## config.mk

```make
export PLATFORM = sky130hd
export DESIGN_NAME = lskt_ram
export DESIGN_NICKNAME = d
export VERILOG_FILES = /design/src/rtl/lskt_ram.sv
export SDC_FILE = /design/constraint.sdc
export NUM_CORES = 1
export LEC_CHECK = 0
export ABC_CLOCK_PERIOD_IN_PS = 2400
export BUFFER_PORTS_ARGS = -buffer_cell sky130_fd_sc_hd__buf_2
export CAP_MARGIN = 20
export CORE_ASPECT_RATIO = 1.2
export CORE_MARGIN = 5
export CORE_UTILIZATION = 35
export CTS_CLUSTER_SIZE = 16
export DETAILED_ROUTE_END_ITERATION = 8
export PLACE_DENSITY_LB_ADDON = 0.25
export SYNTH_ARGS = -nofsm -noshare
export SYNTH_HDL_FRONTEND = slang
export SYNTH_SLANG_ARGS = --single-unit
export TNS_END_PERCENT = 50
```

## constraint.sdc

```tcl
create_clock -name clock -period 2.4 [get_ports clock]
set_clock_uncertainty 0.1 [all_clocks]
set_input_delay 0.48 -clock clock [delete_from_list [all_inputs] [get_ports clock]]
set_output_delay 0.48 -clock clock [all_outputs]
set_load 0.05 [all_outputs]
```

## src/rtl/lskt_ram.sv

```systemverilog
// Generic simple dual-port RAM: one write port, one read port with the read
// data registered. No dependencies.
`timescale 1ns / 1ps
`default_nettype none

module lskt_ram #(
   parameter int WIDTH = 8,
   parameter int DEPTH = 16,
   localparam int ADDR_W = (DEPTH > 1) ? $clog2(DEPTH) : 1
) (
   input  wire logic              clock,
   input  wire logic              we,
   input  wire logic [ADDR_W-1:0] waddr,
   input  wire logic [WIDTH-1:0]  wdata,
   input  wire logic [ADDR_W-1:0] raddr,
   output logic      [WIDTH-1:0]  rdata
);

   logic [WIDTH-1:0] mem [DEPTH];

   always_ff @(posedge clock) begin
      if (we) begin
         mem[waddr] <= wdata;
      end
      rdata <= mem[raddr];
   end

endmodule

`default_nettype wire

```

### After elaboration in Yosys (flattened, before gate mapping)

Memory sizes are Yosys's and may differ from the RTL's. A register that Yosys moved wholly into a read port is not among the register bits.
Index checks and enable logic that the tools add are counted.

* muxes and demuxes: 2

Operator list (number)
* two-way mux 1 bit: 2

* logic and storage cells: 3
* memory bits (writable): 128
* output and inout port bits: 8
* memories kept: 1
* input bits: 18
* bits in registers: 0

Memory list
* mem: depth 16, width 8, read ports 1, clocked after Yosys merged registers in 1, wr ports 1, RTL line 19 `logic [WIDTH-1:0] mem [DEPTH];`

### Longest topological paths before layout

* word-level depth: 2
* mapped depth: 5
* gate-level depth less buffers: 3

### Worst setup path after synthesis

No wires, ideal clock.

* path kind: input port to flip-flop
* start point: input waddr[2]
* end point: memory mem[0][0] (enable)
* arrival time: 1590 ps
* path buffers: 0
* slack: 327 ps
* library setup time: 383 ps
* stages: 2
* data required time: 1917 ps
* path through: or3b_2 > nor3_1

RTL lines
* start: declaration: RTL line 13 `input wire logic [ADDR_W-1:0] waddr,`
* end: declaration: RTL line 19

No word-level cell before the write port.

### Final worst setup path

* start point: register rdata[7] (read register of mem)
* end point: output rdata[7]

RTL lines
* start: declaration: RTL line 16 `output logic [WIDTH-1:0] rdata`

No word-level cell between the ends.

==> results.txt <==
final worst-path cycle share -> 68.6%
endpoint type of the worst setup path -> primary output
CTS tree -> done
CP Buf/Inv Count -> 1
Mapped Cells -> 229
# setup viols final -> 0
Die Span Y -> 143 µm
initial core utilization -> 35.7%
measured slew at the worst slew-check pin -> 0.528 ns
Max-Cap Viols -> 0
unique cell type count in the Yosys netlist -> 19
CP max FO -> 1
Hold Slack -> 0.351 ns
Die W -> 121 µm
TritonCTS buffer count -> 17
TritonRoute pass-1 iters -> 4
Final #Nets -> 303
Overflow after GRT -> 0
Clock Latency Late Sink -> 0.41 ns
post-route ant nets -> 0
Wirelength per Cell -> 21.4 µm
Achievable Freq -> 0.608 GHz
net count after synthesis -> 247
CP Launch Point -> rdata[7]
Post-Place Cells -> 441
status -> complete, no violations
DRC Markers -> 0
CP arrival -> 1.07 ns
Antenna diodes -> 0
Power Density -> 904 nW/µm²
routed via count -> 2437
Layout area overhead -> 20.8%
die area -> 17200 µm²
crit start category -> flop
Peak VDD IR -> 0.448 mV
delay of the slowest critical-path stage -> 0.37 ns
area of the multi-input gates -> 1060 µm²
share of cells above drive strength 1 -> 31.9%
drt initial violations -> 165
Levels on crit path -> 1
cell area after synthesis -> 5150 µm²
Syn. warnings -> 0
number of global-route vias before repair -> 2566
critical path capture point -> rdata[7]
hpwl dp -> 6370 µm
final hold vios -> 0
fin cells -> 473
clock sinks -> 136
syn avg cell area -> 22.5 µm²
most common cell after layout, fill and taps aside -> edfxtp_1
# hold bufs at CTS -> 0
first-pass GRT wire length -> 15500 µm
reg-to-reg slack, setup -> 0.94 ns
Filler cells -> 1248
Final Critical Period -> 1.65 ns
CP delay by family, top -> flip-flops
I/O pins -> 26
standard-cell rows -> 48
Min-Delay Path Class -> in2reg
CTS root buf -> clkbuf_16
register area share after synthesis -> 77.8%
Max Slew Vio Count -> 0
clock-pin slew on the worst setup and hold paths -> 0.06 ns
relative slew slack -> 64.8%
largest net degree at the start of global routing -> 33
FF+latch area -> 4000 µm²
CP Cell Sequence -> buf_2
Pwr Total -> 0.00562 W
Port Buffer Count -> 25
Post-Route WL -> 10100 µm
worst r2r dst -> rdata[0]
Core ar. -> 14400 µm²
commonest cells after routing, fill and taps aside -> edfxtp_1 (128), buf_2 (25), buf_4 (19), mux4_2 (18), clkbuf_16 (17)
H-tree depth -> 4
CP required -> 1.82 ns
Longest Clk Path Bufs -> 2
initial antenna violation count -> 0
vias per cell -> 5.15
Final GP Congestion -> 0.728
post-cts sizing count -> 0
GR Util All Layers -> 12.7%
worst setup path category -> reg2out
RSZ-0062 raised after global routing -> false
CP max stage cell -> dfxtp_1
setup tns final -> 0 ns
Post-CTS Setup Bufs -> 0
register bit total from synthesis -> 136
R2R depth -> 3
static leakage -> 2.12 nW
r2r startpoint -> mem[1][0]
-- worst min-delay path by stage --
stage                 endpoint  depth (start not counted)      start
floorplan            mem[0][0]                          0   wdata[0]
global placement      rdata[3]                          3  mem[7][3]
detailed placement    rdata[2]                          3  mem[8][2]
CTS                 mem[14][4]                          1   wdata[4]
global route        mem[14][4]                          1   wdata[4]
finish              mem[13][4]                          1   wdata[4]
-- power by group --
group | internal, W | switching [W] | total, W
Clock | 0.00173 | 0.000919 | 0.00264
Combinational | 0.000112 | 0.000193 | 0.000305
Sequential | 0.00266 | 0.0000156 | 0.00267
Total | 0.00449 | 0.00113 | 0.00562
-- layer usage --
layer / track usage, % / part of all wire [%]
met2: 19.4 / 47
met5: 0 / 0
met4: 5.55 / 1.6
met3: 2.65 / 5.9
met1: 17.8 / 45
-- logic make-up after synthesis --
logic type             synth area share (%)
buffers and inverters                  1.68
AO/OA/AOI/OAI                          2.33
multiplexers                           15.0
flip-flops                             77.8
AND/OR/NAND/NOR                        3.18
-- final cells by class --
type	instances	area share (%)
multi-input combinational	83	17.0
timing repair buffer	47	5.27
sequential	136	64.4
tap	175	3.52
clock inverter	14	2.92
clock buffer	18	6.90
-- stage by stage --
stage          cell area, µm²  setup slack, ns  util (%)
2_1_floorplan            5150            0.327         -
3_3_place_gp             5610            0.313      38.9
3_5_place_dp             5610            0.317      38.9
4_1_cts                  6220            0.732      43.1
5_1_grt                  6220            0.693      43.1
6_report                 6220            0.754      43.1
-- synth_stat cells, drive strengths merged --
cell type,instances,area [µm²]
nand2,9,33.8
clkdlybuf4s25,3,30.0
nor2,13,48.8
nand3b,2,15.0
nor3,4,20.0
and2b,1,7.51
and2,1,6.26
edfxtp,128,3840
nand2b,2,12.5
a22oi,16,120
dfxtp,8,160
nand3,1,5.00
buf,7,56.3
mux4,32,773
nor2b,1,6.26
or3b,1,8.76
-- registers in the layout, indices dropped and copies added (netlist names) --
| register | flops |
|---|---|
| rdata | 8 |
| mem | 128 |
Note: power is estimated with default switching activity, not from simulation.
