## src/rtl/lskt_pkg.sv

```systemverilog
// Package for the linear search key table: sizes, opcodes, states and the
// structs passed between the controller and the top level. No dependencies.
`timescale 1ns / 1ps
`default_nettype none

package lskt_pkg;

   localparam int TABLE_DEPTH   = 4096;
   localparam int PAYLOAD_BITS  = 32;
   localparam int HASH_W        = 64;
   localparam int KEY_W         = HASH_W + 1;
   localparam int IDX_W         = (TABLE_DEPTH > 1) ? $clog2(TABLE_DEPTH) : 1;
   localparam int CNT_W         = $clog2(TABLE_DEPTH + 1);
   localparam int OPCODE_W      = 2;
   localparam int CAP_W         = 13;
   localparam int PAYLOAD_IN_W  = 32;
   localparam int ENTRY_INDEX_W = 12;
   localparam int PAYLOAD_OUT_W = 32;
   localparam int COUNT_OUT_W   = 13;

   localparam logic [CAP_W-1:0] CAP_RESET = 13'd4096;

   typedef enum logic [OPCODE_W-1:0] {
      OP_LOOKUP = 2'd0,
      OP_INSERT = 2'd1,
      OP_CLEAR  = 2'd2
   } op_type;

   typedef enum logic [1:0] {
      ST_IDLE,
      ST_SCAN,
      ST_FINISH
   } state_type;

   typedef struct packed {
      logic [IDX_W-1:0]        rd_addr;
      logic [IDX_W-1:0]        wr_addr;
      logic                    key_we;
      logic                    pay_we;
      logic [KEY_W-1:0]        key_wdata;
      logic [PAYLOAD_BITS-1:0] pay_wdata;
   } ram_ctrl_type;

   typedef struct packed {
      logic                     accepted;
      logic                     found;
      logic [ENTRY_INDEX_W-1:0] entry_index;
      logic [PAYLOAD_OUT_W-1:0] payload_out;
      logic [COUNT_OUT_W-1:0]   entry_count;
   } rsp_type;

endpackage

`default_nettype wire

```

## src/rtl/lskt_ctrl.sv

```systemverilog
// Search controller: operation sequencing, key scan over the key memory,
// entry count, capacity register and result register. Uses lskt_pkg.
`timescale 1ns / 1ps
`default_nettype none

module lskt_ctrl
   import lskt_pkg::*;
(
   input  wire logic                     clock,
   input  wire logic                     reset,
   input  wire logic                     csr_wr_en,
   input  wire logic [CAP_W-1:0]         csr_wr_data,
   input  wire logic                     req_valid,
   output logic                          req_stall,
   input  wire logic [OPCODE_W-1:0]      req_opcode,
   input  wire logic [HASH_W-1:0]        req_key_hash,
   input  wire logic                     req_side_to_move,
   input  wire logic [PAYLOAD_IN_W-1:0]  req_payload_in,
   output logic                          rsp_valid,
   input  wire logic                     rsp_stall,
   output rsp_type                       rsp_data,
   output ram_ctrl_type                  ram_ctrl,
   input  wire logic [KEY_W-1:0]         key_rdata,
   input  wire logic [PAYLOAD_BITS-1:0]  pay_rdata
);

   state_type               state_ff, state_in;
   logic [OPCODE_W-1:0]     op_ff, op_in;
   logic [HASH_W-1:0]       hash_ff, hash_in;
   logic                    side_ff, side_in;
   logic [PAYLOAD_BITS-1:0] pay_ff, pay_in;
   logic [CNT_W-1:0]        count_ff, count_in;
   logic [CAP_W-1:0]        cap_ff, cap_in;
   logic [CNT_W-1:0]        next_addr_ff, next_addr_in;
   logic                    chk_vld_ff, chk_vld_in;
   logic [IDX_W-1:0]        chk_idx_ff, chk_idx_in;
   rsp_type                 res_ff, res_in;
   logic                    rsp_valid_ff, rsp_valid_in;
   rsp_type                 rsp_data_ff, rsp_data_in;
   logic                    issue;
   logic                    hit;
   logic                    cap_ok;

   always_ff @(posedge clock) begin
      if (reset) begin
         state_ff     <= ST_IDLE;
         count_ff     <= '0;
         cap_ff       <= CAP_RESET;
         chk_vld_ff   <= 1'b0;
         rsp_valid_ff <= 1'b0;
      end else begin
         state_ff     <= state_in;
         count_ff     <= count_in;
         cap_ff       <= cap_in;
         chk_vld_ff   <= chk_vld_in;
         rsp_valid_ff <= rsp_valid_in;
      end
      op_ff        <= op_in;
      hash_ff      <= hash_in;
      side_ff      <= side_in;
      pay_ff       <= pay_in;
      next_addr_ff <= next_addr_in;
      chk_idx_ff   <= chk_idx_in;
      res_ff       <= res_in;
      rsp_data_ff  <= rsp_data_in;
   end

   always_comb begin
      state_in     = state_ff;
      op_in        = op_ff;
      hash_in      = hash_ff;
      side_in      = side_ff;
      pay_in       = pay_ff;
      count_in     = count_ff;
      cap_in       = csr_wr_en ? csr_wr_data : cap_ff;
      next_addr_in = next_addr_ff;
      chk_vld_in   = 1'b0;
      chk_idx_in   = chk_idx_ff;
      res_in       = res_ff;
      rsp_valid_in = rsp_valid_ff && rsp_stall;
      rsp_data_in  = rsp_data_ff;

      ram_ctrl.rd_addr   = next_addr_ff[IDX_W-1:0];
      ram_ctrl.wr_addr   = chk_idx_ff;
      ram_ctrl.key_we    = 1'b0;
      ram_ctrl.pay_we    = 1'b0;
      ram_ctrl.key_wdata = {hash_ff, side_ff};
      ram_ctrl.pay_wdata = pay_ff;

      issue  = next_addr_ff < count_ff;
      hit    = chk_vld_ff && (key_rdata == {hash_ff, side_ff});
      cap_ok = (32'(count_ff) < 32'(cap_ff)) && (32'(count_ff) < 32'(TABLE_DEPTH));

      case (state_ff)
         ST_IDLE: begin
            if (req_valid) begin
               op_in              = req_opcode;
               hash_in            = req_key_hash;
               side_in            = req_side_to_move;
               pay_in             = PAYLOAD_BITS'(req_payload_in);
               next_addr_in       = '0;
               res_in             = '0;
               res_in.entry_count = COUNT_OUT_W'(count_ff);
               case (req_opcode)
                  OP_LOOKUP: begin
                     state_in = ST_SCAN;
                  end
                  OP_INSERT: begin
                     state_in = cap_ok ? ST_SCAN : ST_FINISH;
                  end
                  OP_CLEAR: begin
                     count_in           = '0;
                     res_in.accepted    = 1'b1;
                     res_in.entry_count = '0;
                     state_in           = ST_FINISH;
                  end
                  default: begin
                     state_in = ST_FINISH;
                  end
               endcase
            end
         end
         ST_SCAN: begin
            if (issue) begin
               next_addr_in = next_addr_ff + 1'b1;
               chk_vld_in   = 1'b1;
               chk_idx_in   = next_addr_ff[IDX_W-1:0];
            end
            if (hit) begin
               res_in.accepted    = 1'b1;
               res_in.found       = 1'b1;
               res_in.entry_index = ENTRY_INDEX_W'(chk_idx_ff);
               if (op_ff == OP_LOOKUP) begin
                  res_in.payload_out = PAYLOAD_OUT_W'(pay_rdata);
               end else begin
                  ram_ctrl.pay_we = 1'b1;
               end
               state_in = ST_FINISH;
            end else if (!issue) begin
               res_in.accepted = 1'b1;
               if (op_ff == OP_INSERT) begin
                  ram_ctrl.wr_addr   = count_ff[IDX_W-1:0];
                  ram_ctrl.key_we    = 1'b1;
                  ram_ctrl.pay_we    = 1'b1;
                  res_in.entry_index = ENTRY_INDEX_W'(count_ff);
                  count_in           = CNT_W'(count_ff + 1'b1);
                  res_in.entry_count = COUNT_OUT_W'(count_ff + 1'b1);
               end
               state_in = ST_FINISH;
            end
         end
         ST_FINISH: begin
            if (!rsp_valid_ff || !rsp_stall) begin
               rsp_valid_in = 1'b1;
               rsp_data_in  = res_ff;
               state_in     = ST_IDLE;
            end
         end
         default: begin
            state_in = ST_IDLE;
         end
      endcase
   end

   assign req_stall = (state_ff != ST_IDLE);
   assign rsp_valid = rsp_valid_ff;
   assign rsp_data  = rsp_data_ff;

endmodule

`default_nettype wire

```

## config.mk

```make
export PLATFORM = sky130hd
export DESIGN_NAME = lskt_ctrl
export DESIGN_NICKNAME = d
export VERILOG_FILES = /design/src/rtl/lskt_pkg.sv /design/src/rtl/lskt_ctrl.sv
export SDC_FILE = /design/constraint.sdc
export NUM_CORES = 1
export LEC_CHECK = 0
export ABC_AREA = 1
export BUFFER_PORTS_ARGS = -buffer_cell sky130_fd_sc_hd__buf_2
export CORE_MARGIN = 4
export CORE_UTILIZATION = 46
export CTS_CLUSTER_DIAMETER = 100
export DETAILED_ROUTE_END_ITERATION = 12
export HOLD_SLACK_MARGIN = 0.15
export PLACE_DENSITY = 0.88
export SKIP_CTS_REPAIR_TIMING = 1
export SLEW_MARGIN = 20
export SYNTH_ARGS = -nofsm -noshare
export SYNTH_HDL_FRONTEND = slang
export SYNTH_SLANG_ARGS = --single-unit
```

## constraint.sdc

```tcl
create_clock -name clock -period 7.05 [get_ports clock]
set_input_delay 1.0575 -clock clock [delete_from_list [all_inputs] [get_ports clock]]
set_output_delay 1.0575 -clock clock [all_outputs]
set_load 0.02 [all_outputs]
```

======== Yosys cells after proc, flatten, opt, wreduce, memory -nomap -nowiden ========
Index checks and enable logic that the tools add are counted.
operators by class
  add/subtract/negate cells ............... 2
  order comparisons ....................... 3
  equality and inequality tests ........... 16
  multiplexer cells ....................... 36
  bitwise operators ....................... 1
  reductions and logical operators ........ 22
operators by type and width
  kind                                                                    count
  59-bit one-hot mux with 2 select lines                                  1
  13-bit 2-to-1 mux                                                       8
  65-bit equality test                                                    1
  32-bit 2-to-1 mux                                                       2
  59-bit 2-to-1 mux                                                       1
  13-bit one-hot mux with 2 select lines                                  2
  14-bit 2-to-1 mux                                                       3
  12-bit 2-to-1 mux                                                       3
  13-bit by 1-bit adder with 13-bit output (second input constant)        2
  13-bit < comparator                                                     2
  2-bit != test (second input constant)                                   8
  13-bit < comparator (second input constant)                             1
  3-bit AND reduction                                                     4
  2-bit 2-to-1 mux                                                        5
  1-bit 2-to-1 mux                                                        9
  4-bit AND reduction                                                     2
  2-bit by 1-bit equality test with 1-bit output (second input constant)  3
  2-bit zero test                                                         3
  3-bit != test (second input constant)                                   2
  2-bit one-hot mux with 3 select lines                                   1
  2-bit AND reduction                                                     3
  5-bit AND reduction                                                     1
  2-bit equality test (second input constant)                             2
  2-bit one-hot mux with 2 select lines                                   1
  other kinds (6)                                                         10
word-level totals
  register bits ........................... 272
  input bits .............................. 214
  output and inout bits ................... 184
  logic and storage cells ................. 101

======== Longest topological paths before layout ========
  depth after elaboration ................. 6
  gate-level depth with buffers ........... 16
  gate-level depth less buffers ........... 14

======== Least setup slack after synthesis ========
Ideal clock, no wire load.
  path type ............................... in2reg
  start ................................... input req_valid
  end ..................................... register res_ff[45] (netlist name), enable pin
  setup time .............................. 0.398 ns
  data arrival time ....................... 6.350 ns
  data required time ...................... 6.652 ns
  setup slack ............................. 0.302 ns
  cell stages on the path ................. 6
  path buffers ............................ 0
  path through ............................ inv_1 -> nor2_1 -> inv_1 -> o21ai_1 -> nand2_1 -> o21ai_0
between the ends
  word-level cells in the longest chain between the ends .. 2
RTL lines
  what                                  line             text
  start: declaration                    lskt_ctrl.sv:13  input wire logic req_valid,
  2-bit != test (no source line)        n/a
  4-bit AND reduction (no source line)  n/a
  end signal: assignment                lskt_ctrl.sv:64  res_ff <= res_in;
  end: declaration                      lskt_ctrl.sv:37  rsp_type res_ff, res_in;
Every way passes these cells.
A chain may end at the register's enable or synchronous reset.

==> impl_metrics.toml <==
[final_layout]
regArea_um2 = 7870
layout_common_cells = "397 x buf_2, 242 x edfxtp_1, 235 x nand2_1"
mostFrequentLayoutCell = "buf_2"
final_cells = 1908
final_area_um2 = 15200
layout.nets = 1795
drive_above_1_share = 0.300
fillerInstances = 2117
multi_input_area_um2 = 3170
syn2layout_area_growth_pct = 26.6
post-route-util = 0.597

[sta]
period_minus_slack_ns = 4.38
skew_ns = 0.0197
worst_pin_slew_ns = 0.970
maxSlewViolCount = 0
setup_violations = 0
fmax_mhz = 228
timing.final.hold_violations = 0
whs_ns = 0.413
setup_slack_ns = 2.67
period_share = 0.621
tns_ns = 0
slew_headroom = 0.351
rsz0062_at_grt = "no"

[status]
outcome = "finished, final reports clean"

[global_route]
grt_pass1_wl_um = 53800
track_usage = 0.242
grt_max_degree = 60
overflow = 0
antenna_found_initial = 4
grt_pass1_vias = 9381

[detailed_routing]
wire_per_inst_um = 18.9
vias = 9793
first_iter_violations = 1115
via_per_inst = 5.13
wl_um = 36100
drc = 0
dr.pass1.iters = 7
ant_nets = 0

[yosys]
netlist_instances = 1155
synth_edf_count = 242
syn_avg_cell_area_um2 = 10.4
ys_ff_latch = 272
synth_warnings = 0
synth_cell_types = 42
ys_async_sr_fraction = 0
synth_flop_cell = "edfxtp_1"
syn-num-nets = 1395
synth-seq-area-share = 0.655
syn_area_um2 = 12000

[power]
ir_drop_uv = 267
p_per_area_nw_per_um2 = 299
total_power_mw = 4.55
leakage_nw = 7.16

[clocking]
cts-root-buf = "clkbuf_16"
clk-insertion-delay-late_ns = 0.55
h-tree-depth = 1
tritoncts = "yes"
numCtsBuffers = 28
path_clk_slew_ns = 0.06
clock_path_buffers = 3
cts.sinks = 272

[critical_path]
slowest_delay_ns = 0.60
crit_path_end_kind = "output port"
crit_family = "compound AO/OA/AOI/OAI gates"
critPathBufInv = 3
crit_fanout = 26
crit_required_ns = 5.99
setup.worst_path.start_class = "register"
cp_data_arrival_time_ns = 3.32
crit_chain = "inv_1 > ha_1 > nand2_1 > inv_1 > o21ai_0 > a21oi_1 > nor2_1 > a21oi_1 > nand3_4 > o21ai_0 > buf_2"
slowest_stage = "dfxtp_1"
criticalPathCategory = "register to output port"

[floorplanning]
io_pins = 398
row_count = 58
die_h_um = 170
dieArea_um2 = 28800
initial_core_util = 0.472
coreArea_um2 = 25500
die_w_um = 170

[place]
placed_cell_area_um2 = 14300
place_ws_ns = 2.87
placedCellCount = 1854
portBuffers = 397
finalWeightedCongestion = 0.942
hpwlAfterDp_um = 28200

[job]
maxCapViolCount = 0

[hold_path]
hold_path_class = "register to register"
cells by family after synthesis:
group | synth area share
AO/OA/AOI/OAI | 0.0449
XOR/XNOR | 0.0138
adder cells (fa/ha/maj) | 0.0271
buffers and inverters | 0.0839
flip-flops | 0.655
AND/OR/NAND/NOR | 0.176
where the power goes:
part	internal [mW]	total, mW	switching, mW
logic	0.275	0.895	0.620
registers	2.06	2.20	0.136
clock network	0.837	1.46	0.622
layer usage:
| metal | share of wire | wire length (um) | vias to the layer above | GRT usage |
|---|---|---|---|---|
| li1 | - | - | 4599 | - |
| met1 | 0.39 | 14200 | 4529 | 0.321 |
| met2 | 0.47 | 17000 | 560 | 0.397 |
| met3 | 0.094 | 3400 | 99 | 0.0517 |
| met4 | 0.038 | 1380 | 6 | 0.0816 |
| met5 | 0.00094 | 34 | - | 0 |
path summary, 6_finish.rpt:
kind | start | end | slack [ns] | cells after the start
worst max register to register | state_ff[1] | count_ff[6] | 3.74 | 8
worst max-delay path | count_ff[8] | ram_ctrl[110] | 2.67 | 11
worst min-delay path | res_ff[38] | rsp_data[38] | 0.41 | 0
worst min register to register | res_ff[38] | rsp_data[38] | 0.41 | 0
sequential cells by signal, summed over array words and instances (netlist names), 12 cells and up:
register,cells
cap_ff,13
chk_idx_ff,12
count_ff,13
hash_ff,64
next_addr_ff,13
pay_ff,32
res_ff,59
rsp_data,59
synthesized netlist by cell type, types with 14 or more instances:
cell,number,area (um^2)
edfxtp_1,242,7270
nand2_1,235,882
inv_1,208,781
nor2_1,137,514
o21ai_0,48,240
nand3_1,45,225
nand4_1,36,225
a21oi_1,34,170
dfxtp_1,30,601
ha_1,26,325
xnor2_1,16,140
buf_4,14,105
area by class of cell:
class	instances	area share
clock buffers	35	0.0498
clock inverters	17	0.0100
repair buffers	402	0.134
multi-input cells	636	0.208
well taps	330	0.0271
inverters	215	0.0530
diodes	1	0.000164
flip-flops and latches	272	0.517
(Power assumes the default switching activity.)
